--- src/design/mmc_pkg.sv ---
// Shared types and constants of the radix-2 Montgomery multiplier.
// No dependencies; imported by the sequencer, the top level, the checker and the bench.
package mmc_pkg;

    localparam int unsigned CFG_DATA_W  = 32;
    localparam int unsigned CFG_IDX_W   = 1;
    localparam int unsigned BIT_COUNT_W = 6;
    localparam int unsigned COUNT_W     = 7;

    localparam logic [COUNT_W-1:0] COUNT_MAX = 7'd127;

    // Configuration register indexes
    localparam logic [CFG_IDX_W-1:0] CFG_MODULUS   = 1'd0;
    localparam logic [CFG_IDX_W-1:0] CFG_BIT_COUNT = 1'd1;

    // Reset values of the configuration registers
    localparam logic [CFG_DATA_W-1:0]  MODULUS_RST   = 32'd1;
    localparam logic [BIT_COUNT_W-1:0] BIT_COUNT_RST = 6'd32;

    typedef enum logic [1:0] {
        ST_IDLE,
        ST_RUN,
        ST_SUM
    } t_state;

    // Strobes from the sequencer to the cell row and the product register
    typedef struct packed {
        logic load;
        logic step;
        logic capture;
    } t_ctrl;

endpackage

--- src/design/mmc_cell.sv ---
// One bit slice of the Montgomery accumulator, kept in carry-save form.
// Depends on nothing; instantiated once per bit by the top level.
module mmc_cell (
    input  logic i_clk,
    input  logic i_load,
    input  logic i_step,
    input  logic i_a_load,
    input  logic i_b_load,
    input  logic i_n,
    input  logic i_a0,
    input  logic i_q,
    input  logic i_s_in,
    input  logic i_a_in,
    input  logic i_cin,
    output logic o_a,
    output logic o_b,
    output logic o_s,
    output logic o_c,
    output logic o_sum,
    output logic o_cout
);

    logic r_a;
    logic r_b;
    logic r_s;
    logic r_c;
    logic w_x;
    logic w_y;
    logic w_t;
    logic w_carry;

    // 4:2 compression of sum, carry, selected b bit and selected modulus bit
    always_comb begin
        w_x     = i_a0 & r_b;
        w_y     = i_q & i_n;
        w_t     = r_s ^ r_c ^ w_x;
        o_cout  = (r_s & r_c) | (r_s & w_x) | (r_c & w_x);
        o_sum   = w_t ^ w_y ^ i_cin;
        w_carry = (w_t & w_y) | (w_t & i_cin) | (w_y & i_cin);
    end

    // Load operand bits, or take the shifted sum and operand bit from the left
    always_ff @(posedge i_clk) begin
        if (i_load) begin
            r_a <= i_a_load;
            r_b <= i_b_load;
            r_s <= 1'b0;
            r_c <= 1'b0;
        end else if (i_step) begin
            r_a <= i_a_in;
            r_s <= i_s_in;
            r_c <= w_carry;
        end
    end

    assign o_a = r_a;
    assign o_b = r_b;
    assign o_s = r_s;
    assign o_c = r_c;

endmodule

--- src/design/mmc_ctrl.sv ---
// Sequencer of the Montgomery multiplier: round counter, addition counter,
// handshakes. Depends on mmc_pkg.
module mmc_ctrl
    import mmc_pkg::*;
#(
    parameter int unsigned OPERAND_BITS = 32
) (
    input  logic                   i_clk,
    input  logic                   i_rst_n,
    input  logic                   i_in_valid,
    output logic                   o_in_ready,
    output logic                   o_out_valid,
    input  logic                   i_out_ready,
    input  logic [BIT_COUNT_W-1:0] i_bit_count,
    input  logic                   i_a0,
    input  logic                   i_q,
    output logic [COUNT_W-1:0]     o_addition_count,
    output t_ctrl                  o_ctrl
);

    localparam int unsigned RW = $clog2(OPERAND_BITS + 3);

    t_state               r_state;
    t_state               n_state;
    logic [RW-1:0]        r_rounds;
    logic [RW-1:0]        n_rounds;
    logic [COUNT_W-1:0]   r_adds;
    logic [COUNT_W-1:0]   n_adds;
    logic [COUNT_W-1:0]   r_count;
    logic                 r_out_valid;
    logic                 w_out_free;
    logic [BIT_COUNT_W-1:0] w_nb;
    logic [COUNT_W:0]     w_add_sum;

    assign w_out_free = !r_out_valid || i_out_ready;

    // Outputs of the state machine
    always_comb begin
        o_in_ready     = 1'b0;
        o_ctrl.capture = 1'b0;
        o_ctrl.step    = 1'b0;
        case (r_state)
            ST_IDLE: begin
                o_in_ready = 1'b1;
            end
            ST_RUN: begin
                o_ctrl.step = 1'b1;
            end
            ST_SUM: begin
                o_in_ready     = w_out_free;
                o_ctrl.capture = w_out_free;
            end
            default: begin
                o_in_ready = 1'b0;
            end
        endcase
        o_ctrl.load = i_in_valid && o_in_ready;
    end

    // Next state
    always_comb begin
        n_state = r_state;
        case (r_state)
            ST_IDLE: begin
                if (i_in_valid) n_state = ST_RUN;
            end
            ST_RUN: begin
                if (r_rounds == '0) n_state = ST_SUM;
            end
            ST_SUM: begin
                if (w_out_free) n_state = i_in_valid ? ST_RUN : ST_IDLE;
            end
            default: begin
                n_state = ST_IDLE;
            end
        endcase
    end

    // Round count: clamp the bit count to the datapath, two extra rounds
    always_comb begin
        w_nb = (i_bit_count > BIT_COUNT_W'(OPERAND_BITS)) ?
               BIT_COUNT_W'(OPERAND_BITS) : i_bit_count;
        n_rounds = r_rounds;
        if (o_ctrl.load) begin
            n_rounds = RW'(w_nb) + RW'(1);
        end else if (o_ctrl.step) begin
            n_rounds = r_rounds - RW'(1);
        end
    end

    // Saturating count of conditional additions
    always_comb begin
        w_add_sum = {1'b0, r_adds} + (COUNT_W + 1)'(i_a0) + (COUNT_W + 1)'(i_q);
        n_adds    = r_adds;
        if (o_ctrl.load) begin
            n_adds = '0;
        end else if (o_ctrl.step) begin
            n_adds = (w_add_sum > {1'b0, COUNT_MAX}) ? COUNT_MAX
                                                     : w_add_sum[COUNT_W-1:0];
        end
    end

    always_ff @(posedge i_clk) begin
        if (!i_rst_n) begin
            r_state     <= ST_IDLE;
            r_out_valid <= 1'b0;
        end else begin
            r_state <= n_state;
            if (o_ctrl.capture) begin
                r_out_valid <= 1'b1;
            end else if (i_out_ready) begin
                r_out_valid <= 1'b0;
            end
        end
    end

    // Hold the round and addition counters; latch the count with the product
    always_ff @(posedge i_clk) begin
        r_rounds <= n_rounds;
        r_adds   <= n_adds;
        if (o_ctrl.capture) begin
            r_count <= r_adds;
        end
    end

    assign o_out_valid      = r_out_valid;
    assign o_addition_count = r_count;

endmodule

--- src/design/montgomery_multiply_counted.sv ---
// Top level of the radix-2 Montgomery multiplier with addition counter.
// Depends on mmc_pkg, mmc_cell and mmc_ctrl.
//
//  Channel   Handshake                      Payload
//  input     i_in_valid / o_in_ready        i_multiplier, i_multiplicand
//  result    o_out_valid / i_out_ready      o_product, o_addition_count
//  config    i_cfg_we (no wait)             i_cfg_index, i_cfg_data
//
// An item runs min(bit_count, OPERAND_BITS) + 2 rounds in the cell row, one
// round per cycle, then the carry-save accumulator is resolved in the sum state.
// The next item is loaded in the same cycle as the product is captured, so
// items follow back to back while the result side keeps up.
// A result waits in the output register; only a second finished result stalls.
// Reset is synchronous and active low; no clearing pass.
module montgomery_multiply_counted
    import mmc_pkg::*;
#(
    parameter int unsigned OPERAND_BITS = 32
) (
    input  logic                      i_clk,
    input  logic                      i_rst_n,
    input  logic                      i_cfg_we,
    input  logic [CFG_IDX_W-1:0]      i_cfg_index,
    input  logic [CFG_DATA_W-1:0]     i_cfg_data,
    input  logic                      i_in_valid,
    output logic                      o_in_ready,
    input  logic [OPERAND_BITS:0]     i_multiplier,
    input  logic [OPERAND_BITS:0]     i_multiplicand,
    output logic                      o_out_valid,
    input  logic                      i_out_ready,
    output logic [OPERAND_BITS:0]     o_product,
    output logic [COUNT_W-1:0]        o_addition_count
);

    localparam int unsigned W  = OPERAND_BITS + 1;
    localparam int unsigned NW = (OPERAND_BITS > CFG_DATA_W) ? OPERAND_BITS : CFG_DATA_W;

    logic [CFG_DATA_W-1:0]  r_modulus;
    logic [BIT_COUNT_W-1:0] r_bit_count;
    logic [W-1:0]           r_product;
    logic [NW-1:0]          w_mod_ext;
    logic [W-1:0]           w_n;
    logic [W-1:0]           w_a;
    logic [W-1:0]           w_b;
    logic [W-1:0]           w_s;
    logic [W-1:0]           w_c;
    logic [W-1:0]           w_sum;
    logic [W-1:0]           w_cout;
    logic [W-1:0]           w_res;
    logic                   w_q;
    t_ctrl                  w_ctrl;

    // Configuration writes; unknown indexes are dropped
    always_ff @(posedge i_clk) begin
        if (!i_rst_n) begin
            r_modulus   <= MODULUS_RST;
            r_bit_count <= BIT_COUNT_RST;
        end else if (i_cfg_we) begin
            case (i_cfg_index)
                CFG_MODULUS:   r_modulus   <= i_cfg_data;
                CFG_BIT_COUNT: r_bit_count <= i_cfg_data[BIT_COUNT_W-1:0];
                default: begin
                end
            endcase
        end
    end

    // Modulus trimmed to the operand width, top cell sees zero
    assign w_mod_ext = NW'(r_modulus);
    assign w_n       = {1'b0, w_mod_ext[OPERAND_BITS-1:0]};

    // Quotient bit from the low end of the accumulator
    assign w_q = w_s[0] ^ w_c[0] ^ (w_a[0] & w_b[0]);

    // Row of bit cells; sums shift one place right each round
    for (genvar g = 0; g < W; g++) begin : g_cell
        logic w_s_in;
        logic w_a_in;
        logic w_cin;

        if (g == W - 1) begin : g_top
            assign w_s_in = w_cout[g];
            assign w_a_in = 1'b0;
        end else begin : g_mid
            assign w_s_in = w_sum[g+1];
            assign w_a_in = w_a[g+1];
        end

        if (g == 0) begin : g_low
            assign w_cin = 1'b0;
        end else begin : g_up
            assign w_cin = w_cout[g-1];
        end

        mmc_cell u_cell (
            .i_clk    (i_clk),
            .i_load   (w_ctrl.load),
            .i_step   (w_ctrl.step),
            .i_a_load (i_multiplier[g]),
            .i_b_load (i_multiplicand[g]),
            .i_n      (w_n[g]),
            .i_a0     (w_a[0]),
            .i_q      (w_q),
            .i_s_in   (w_s_in),
            .i_a_in   (w_a_in),
            .i_cin    (w_cin),
            .o_a      (w_a[g]),
            .o_b      (w_b[g]),
            .o_s      (w_s[g]),
            .o_c      (w_c[g]),
            .o_sum    (w_sum[g]),
            .o_cout   (w_cout[g])
        );
    end

    mmc_ctrl #(
        .OPERAND_BITS (OPERAND_BITS)
    ) u_ctrl (
        .i_clk            (i_clk),
        .i_rst_n          (i_rst_n),
        .i_in_valid       (i_in_valid),
        .o_in_ready       (o_in_ready),
        .o_out_valid      (o_out_valid),
        .i_out_ready      (i_out_ready),
        .i_bit_count      (r_bit_count),
        .i_a0             (w_a[0]),
        .i_q              (w_q),
        .o_addition_count (o_addition_count),
        .o_ctrl           (w_ctrl)
    );

    // Resolve the carry-save accumulator into the product register
    assign w_res = w_s + w_c;

    always_ff @(posedge i_clk) begin
        if (w_ctrl.capture) begin
            r_product <= w_res;
        end
    end

    assign o_product = r_product;

endmodule

--- config.mk ---
export PLATFORM = sky130hd
export DESIGN_NAME = montgomery_multiply_counted
export DESIGN_NICKNAME = d
export VERILOG_FILES = /design/src/design/mmc_pkg.sv /design/src/design/mmc_cell.sv /design/src/design/mmc_ctrl.sv /design/src/design/montgomery_multiply_counted.sv
export SDC_FILE = /design/constraint.sdc
export NUM_CORES = 1
export LEC_CHECK = 0
export BUFFER_PORTS_ARGS = -buffer_cell sky130_fd_sc_hd__buf_4
export CAP_MARGIN = 10
export CORE_UTILIZATION = 50
export CTS_CLUSTER_SIZE = 20
export DETAILED_ROUTE_END_ITERATION = 7
export PLACE_DENSITY = 0.67
export RECOVER_POWER = 25
export SYNTH_ARGS = -nofsm -noshare
export SYNTH_HDL_FRONTEND = slang
export SYNTH_SLANG_ARGS = --single-unit
--- constraint.sdc ---
create_clock -name i_clk -period 3.4 [get_ports i_clk]
set_clock_uncertainty 0.05 [all_clocks]
set_input_delay 0.34 -clock i_clk [delete_from_list [all_inputs] [get_ports i_clk]]
set_output_delay 0.34 -clock i_clk [all_outputs]
set_load 0.005 [all_outputs]
After elaboration in Yosys (flattened, before gate mapping)
Index checks and enable logic that the tools add are counted.
Widths: inputs -> output; s select.
{ "totals": {"reg_bits": 226, "in_bits": 104} }
{ "classes": {"n_addsub": 5, "order_cmp": 2, "eq_ne": 5, "mux": 80, "bitwise_logic": 517, "n_reduce_logical": 10} }
{ "ops": {"columns": ["cell", "count"], "rows": [
  ["$and 1x1->1", 259],
  ["$xor 1x1->1", 129],
  ["$or 1x1->1", 128],
  ["$mux 1", 71],
  ["$add 33x33->33", 1],
  ["$mux 6", 3],
  ["$add 7x1->8", 1],
  ["$add 8x1->8", 1],
  ["$gt 8x7->1 const B", 1],
  ["$mux 7", 1],
  ["$add 6x1->6 const B", 1],
  ["$gt 6x6->1 const B", 1],
  ["$logic_not 6->1", 1],
  ["$mux 2", 3],
  ["$pmux 2 s3", 1],
  ["$sub 6x1->6 const B", 1],
  ["$ne 2x1->1 const B", 2],
  ["$reduce_and 2->1", 2],
  ["$reduce_bool 2->1", 2],
  ["$reduce_and 3->1", 1],
  ["$eq 2x1->1 const B", 1],
  ["$eq 2x2->1 const B", 1],
  ["$logic_not 2->1", 1],
  ["$ne 2x2->1 const B", 1],
  ["other kinds (5)", 5]
]} }

Logic depth before layout (Yosys ltp)
Gate-level depths: netlist of the first run.
{ "logic_depth": {"word_depth": 7, "mapped_depth": 12, "ltp_nobuf": 11} }

By module
A second synthesis of the first run with hierarchy kept.
{ "hier_totals": {"hier_cells": 1177, "hier_area_um2": 12240.5} }
{ "by_module_without_submodules": {"columns": ["module", "instances", "cells_per_inst", "area_each_um2", "seq_area_each_um2"], "rows": [
  ["mmc_cell", 33, 19, 209.0, 100.1],
  ["montgomery_multiply_counted", 1, 448, 4197.8, 1751.7],
  ["mmc_ctrl", 1, 102, 1147.4, 590.6]
]} }

Worst setup path after synthesis of the first run
OpenSTA, ideal clock, no wires.
{ "synth_timing": {"kind": "register to register", "start": "reg u_ctrl.r_state[1]", "end": "reg r_product[0], in the netlist o_product[0] (enable)", "arrival_ns": 2.330, "required_time_ns": 2.908, "slack_ns": 0.578, "path_stages_with_launch": 3, "n_path_buf": 0, "period_less_slack_ns": 2.822, "cell_sequence": "dfxtp_1 nor2b_1 nor2b_1"} }
{ "synth_rtl": {"columns": ["element", "line_no", "rtl"], "rows": [
  ["start, declared", "mmc_ctrl.sv:23", "t_state r_state;"],
  ["start signal, assigned", "mmc_ctrl.sv:108", "r_state <= n_state;"],
  ["end signal, assigned", "montgomery_multiply_counted.sv:137", "r_product <= w_res;"],
  ["end, declared", "montgomery_multiply_counted.sv:40", "logic [W-1:0] r_product;"]
]} }

Worst setup path after layout of the first run
{ "layout_timing": {"start": "reg g_cell[0].u_cell.r_c", "end": "reg r_product[16], in the netlist o_product[16], data pin"} }
{ "layout_via": {"elab_chain_cells": 1} }
{ "layout_rtl": {"columns": ["element", "line_no", "rtl"], "rows": [
  ["start, declared", "mmc_cell.sv:26", "logic r_c;"],
  ["start signal, assigned", "mmc_cell.sv:52", "r_c <= w_carry;"],
  ["$add 33x33->33", "montgomery_multiply_counted.sv:133", "assign w_res = w_s + w_c;"],
  ["net w_res[16]", "montgomery_multiply_counted.sv:49", "logic [W-1:0] w_res;"]
]} }
The timed path passes the listed nets, and every way through them passes these cells.
A chain may end at the register's enable or synchronous reset.

==> results of run 1 <==
cell usage after synthesis (all sizes together) (12+ instances only):
master	number
nand2	326
dfxtp	114
edfxtp	112
a21oi	111
and2	68
fa	66
clkbuf	54
ha	38
a21boi	37
xnor2	27
o21ai	23
nor2	19
inv	17
nand3	17
nor2b	13
a21o	12
cell families (layout without fill, tap and decap cells):
kind of cell	count (synthesis)	after routing	synth area share (%)
AOI/OAI and AO/OA	223	223	12.0
xor gates and xnor gates	38	38	2.86
adders and majority gates	104	104	15.4
buffers and inverters	79	260	2.59
DFF	226	226	48.5
and+or+nand+nor	485	485	18.5
through the flow:
| step | instance area (um2) | std cells | hold WS (ps) | power [mW] |
|---|---|---|---|---|
| final | 14100 | 1621 | 16.3 | 7.06 |
| after global routing | 14100 | 1621 | 10.3 | 7.40 |
| after CTS | 14100 | 1621 | 0.935 | 7.12 |
| after detailed placement | 13000 | 1537 | 400 | 4.50 |
| after global placement | 13000 | 1537 | 392 | 4.46 |
| after floorplan | 11600 | 1155 | 375 | 4.10 |
area by class of cell:
type                       count  area (um2)  share of cell area (%)
clock buffer                  40         734                    5.20
clock inverter                 7        47.5                   0.337
inverter                      18        70.1                   0.496
multi-input combinational    850        5710                    40.4
sequential                   226        5650                    40.0
tap                          285         357                    2.52
timing repair buffer         195        1560                    11.1
power by group through the flow:
stage	registers, mW	logic (mW)	clock network (mW)
3_3_place_gp	3.29	1.17	0
4_1_cts	3.24	1.24	2.63
5_1_grt	3.27	1.40	2.73
3_5_place_dp	3.30	1.20	0
2_1_floorplan	3.27	0.829	0
6_report	3.24	1.23	2.59
metal layers:
layer	vias to the layer above	GRT usage, %	part of all wire (%)
li1	4231	-	-
met1	4036	33.2	46
met2	277	36.1	45
met3	41	3.22	6.4
met4	0	6.08	2.1
met5	-	0	0
state kept, by name (all words and copies together), names as in the netlist, 7 cells and up:
name,flops
r_modulus,32
u_ctrl.r_adds,7
g_cell.u_cell.o_b,33
g_cell.u_cell.o_s,33
u_ctrl.o_addition_count,7
o_product,33
g_cell.u_cell.o_a,33
g_cell.u_cell.o_c,33
tightest hold or removal path, cell delays in order:
cell and delay [ps]:
buf_4 70, nand2_1 40, nand2_1 50
timing repair:
item                                   in CTS  in global routing
hold buffers                               37                  0
endpoints found under the hold margin      37                  0
setup buffers                               0                  0
path summary, 6_finish.rpt:
path / startpoint / to / slack (ps) / cells past startpoint
hold / removal: i_multiplier[26] / g_cell[26].u_cell.o_a$_DFFE_PP_ / 20 / 3
setup / recovery: g_cell[0].u_cell.o_c$_SDFFE_PP0P_ / o_product[16]$_DFFE_PP_ / 610 / 11
setup reg to reg: g_cell[0].u_cell.o_c$_SDFFE_PP0P_ / o_product[16]$_DFFE_PP_ / 610 / 11
hold reg to reg: r_modulus[30]$_SDFFE_PN0P_ / r_modulus[30]$_SDFFE_PN0P_ / 400 / 2
==> impl_metrics.py, run 1 <==
metrics = {
    "timing": {
        "timing.fmax_mhz": 358,
        "fin_crit_ps": 2790,
        "fin_crit_sh_pct": 82.1,
        "final.setup.worst_slack_ps": 610,
        "maxSlewViolCount": 0,
        "hold_violations": 0,
        "rsz0062_at_grt": "false",
        "setup-violations-final": 0,
        "tightest_slew_ps": 1180,
        "tns_ps": 0,
        "slew_headroom_pct": 20.9,
    },
    "detailed_routing": {
        "avgRoutedWirePerCell_um": 16.4,
        "wl_um": 26700,
        "routed-via-count": 8585,
        "route.detailed.drc": 0,
        "antenna_left": 0,
        "dr.pass1.iters": 5,
        "drt_iter0_markers": 527,
        "viasPerCell": 5.30,
    },
    "power_and_ir_drop": {
        "ir_drop_mv": 0.495,
        "internal-power_mw": 5.11,
        "power.share.clock_pct": 36.7,
        "power.switching_mw": 1.95,
        "p_seq_share_pct": 45.9,
        "p_comb_share_pct": 17.4,
        "p_sw_share_pct": 27.6,
        "power_density_mw_per_mm2": 500,
        "p_leak_nw": 5.93,
    },
    "clock_tree": {
        "htreeDepth": 1,
        "path_clk_slew_ps": 60,
        "cts_buffers": 26,
        "clock_latency_ps": 530,
        "cts_tree": "built",
        "clock-root-buffer": "clkbuf_16",
        "cts_sinks": 226,
        "clockBufferDepth": 3,
        "cts.repair.resized": 0,
    },
    "global_route": {
        "grt_pass1_vias": 8389,
        "overflow": 0,
        "antenna_found_initial": 0,
        "grt_pass1_wl_um": 43600,
        "grt_usage_pct": 22.9,
        "grt_start_max_net_pins": 52,
    },
    "critical_path": {
        "slowest_stage": "or3b_1",
        "path_cells": "ha_1, inv_1, fa_1, nor2b_1, o31a_1, o21ai_1, nand2b_1, a21o_1, a21o_1, or3b_1, and3_1",
        "max_stage_delay_ps": 370,
        "crit_buf_inv": 1,
        "start_kind": "flop",
        "end_kind": "flop",
        "critPathKind": "flop to flop",
        "worstPathArrival_ps": 3020,
        "crit_family": "compound AO/OA/AOI/OAI gates",
        "required_ps": 3630,
        "cp_common_cell": "a21o_1",
        "crit_path_max_fanout": 4,
    },
    "synthesis": {
        "ys_seq_area_share_pct": 48.5,
        "synthCells": 1155,
        "yosysUniqueCellTypes": 55,
        "synthTopCellsByArea": "edfxtp_1, dfxtp_1, fa_1, nand2_1, a21oi_1",
        "yosys.area.top_type": "edfxtp_1",
        "synth-edff-count": 112,
        "yosys_warnings": 0,
        "synth_top_area_share_pct": 28.9,
        "syn_avg_cell_area_um2": 10.1,
        "synthArstFlopShare_pct": 0,
        "synth_nets": 1363,
        "synthesis.area_mm2": 0.0116,
        "synth-main-ff-cell": "dfxtp_1",
        "ys_ff_latch": 226,
    },
    "final_layout": {
        "fill_cells": 1923,
        "final_cell_mix": "nand2_1, dfxtp_1, edfxtp_1",
        "synthToLayoutAreaGrowth_pct": 21.4,
        "utilization_pct": 62.2,
        "final_common_cell": "nand2_1",
        "antenna_cells": 0,
        "nets": 1525,
        "drive_gt1_share_pct": 14.7,
    },
    "placed_design": {
        "dpl_worst_slack_ps": 636,
        "portBuffers": 145,
        "globalplace.congestion": 0.851,
        "hpwl_um": 18700,
    },
    "status": {
        "status": "finished, final reports clean",
    },
    "flow_run": {
        "timing.max_cap.violations": 0,
    },
    "floorplan": {
        "initial_core_util_pct": 51.2,
        "core_area_mm2": 0.0227,
        "rows": 55,
        "fp.dieH_um": 155,
        "die_area_mm2": 0.0239,
        "io_pins": 146,
        "die_x_um": 155,
    },
    "min_path": {
        "hold_path_class": "input port to flop",
    },
}
Note: power is estimated with default switching activity, not from simulation.
==> run 2: changes to the inputs <==
clock period = 2.9 ns   (was 3.4 ns; I/O delays follow)
==> run 2 against run 1 <==
Against the previous run: cell count increased by 3.6%; count of clock-buffer cells in the layout decreased by 7; wire length increased by 1.2%; register-to-register slack got worse by 500 ps; critical endpoint unchanged.
==> impl_metrics.py, run 2 (synthesis gave the netlist of run 1 again) <==
metrics = {
    "detailed_routing": {
        "route.detailed.drc": 0,
        "wl_um": 27000,
        "dr.pass1.iters": 5,
        "avgRoutedWirePerCell_um": 16.1,
        "drt_iter0_markers": 471,
        "routed-via-count": 8772,
        "antenna_left": 0,
        "viasPerCell": 5.22,
    },
    "timing": {
        "final.setup.worst_slack_ps": 109,
        "tightest_slew_ps": 1180,
        "slew_headroom_pct": 21.5,
        "timing.fmax_mhz": 358,
        "hold_slack_ps": 20.6,
        "setup-violations-final": 0,
        "rsz0062_at_grt": "false",
        "fin_crit_ps": 2790,
        "hold_violations": 0,
        "tns_ps": 0,
        "maxSlewViolCount": 0,
        "fin_crit_sh_pct": 96.2,
    },
    "critical_path": {
        "r2r-start": "g_cell[0].u_cell.o_c$_SDFFE_PP0P_",
        "worst_r2r_path_depth": 11,
        "crit_path_max_fanout": 4,
        "crit_start": "g_cell[0].u_cell.o_c$_SDFFE_PP0P_",
        "end_kind": "flop",
        "critPathKind": "flop to flop",
        "worstPathArrival_ps": 3020,
        "start_kind": "flop",
        "required_ps": 3130,
    },
    "clock_tree": {
        "cts_sinks": 226,
        "cts_buffers": 26,
        "clockBufferDepth": 3,
        "clock-root-buffer": "clkbuf_16",
        "path_clk_slew_ps": 60,
        "cts_tree": "built",
        "clock_latency_ps": 530,
        "htreeDepth": 1,
        "postCtsSetupBuffers": 0,
    },
    "min_path": {
        "holdPathStages": 3,
        "min_from": "i_cfg_data[22]",
        "hold_path_class": "input port to flop",
    },
    "global_route": {
        "grt_start_max_net_pins": 67,
        "grt_pass1_wl_um": 43600,
        "grt_usage_pct": 23.0,
        "grt_pass1_vias": 8406,
        "antenna_found_initial": 0,
        "overflow": 0,
    },
    "floorplan": {
        "die_area_mm2": 0.0239,
        "fp.dieH_um": 155,
        "core_area_mm2": 0.0227,
        "die_x_um": 155,
        "rows": 55,
        "io_pins": 146,
        "initial_core_util_pct": 51.2,
    },
    "power_and_ir_drop": {
        "ir_drop_mv": 0.423,
        "p_leak_nw": 6.19,
        "report.power.total_mw": 8.55,
        "power_density_mw_per_mm2": 579,
    },
    "placed_design": {
        "globalplace.congestion": 0.856,
        "place_area_mm2": 0.0130,
        "hpwl_um": 18700,
        "dpl_worst_slack_ps": 115,
        "portBuffers": 145,
    },
    "final_layout": {
        "antenna_cells": 0,
        "drive_gt1_share_pct": 14.1,
        "multi_input_area_mm2": 0.00571,
        "final_cell_mix": "nand2_1, dfxtp_1, edfxtp_1",
        "fill_cells": 1840,
        "final_common_cell": "nand2_1",
        "nets": 1582,
        "design_area_mm2": 0.0148,
        "ff_latch_area_mm2": 0.00565,
        "synthToLayoutAreaGrowth_pct": 27.0,
    },
    "flow_run": {
        "timing.max_cap.violations": 0,
    },
    "status": {
        "status": "finished, final reports clean",
    },
}
## run 2: worst paths after layout
check	to	slack [ps]
worst min register to register	r_modulus[24]$_SDFFE_PN0P_	410
worst max-delay path	o_product[16]$_DFFE_PP_	110
worst max register to register	o_product[16]$_DFFE_PP_	110
worst min-delay path	r_modulus[22]$_SDFFE_PN0P_	20
## run 2: critical path, cell delays in order, from the launching register on
cell,delay [ps]
dfxtp_1,340
ha_1,250
inv_1,80
fa_1,210
nor2b_1,70
o31a_1,280
o21ai_1,130
nand2b_1,150
a21o_1,220
a21o_1,230
or3b_1,370
and3_1,170
## run 2: cell type report
type / count / share of cell area, %
Multi-Input combinational cell: 850 / 38.6
Sequential cell: 226 / 38.2
Timing Repair Buffer: 252 / 14.5
Clock buffer: 33 / 4.72
Tap cell: 285 / 2.41
Clock inverter: 15 / 1.07
Inverter: 18 / 0.474
## run 2: repair_timing
item	CTS	global route
endpoints found under the hold margin	98	0
resized for setup	0	0
setup endpoints to repair	0	0
hold buffers	94	0
## run 2: layer usage
| layer | global-route usage [%] | vias to the layer above | wire (um) |
|---|---|---|---|
| met4 | 5.23 | 0 | 463 |
| met2 | 36.8 | 218 | 12300 |
| met1 | 33.5 | 4178 | 12900 |
| met3 | 3.00 | 33 | 1340 |
| met5 | 0 | - | 0 |
| li1 | - | 4343 | - |
## run 2: where the power goes
part	internal, mW	switching [mW]	total [mW]
sequential	3.65	0.152	3.80
clock	1.96	1.29	3.25
combinational	0.658	0.842	1.50
total	6.27	2.29	8.55
## run 2: stage by stage
stage | util [%] | instances
finish | 65.1 | 1679
global route | 65.1 | 1679
CTS | 65.2 | 1679
detailed placement | 57.3 | 1537
global placement | 57.3 | 1537
floorplan | - | 1155
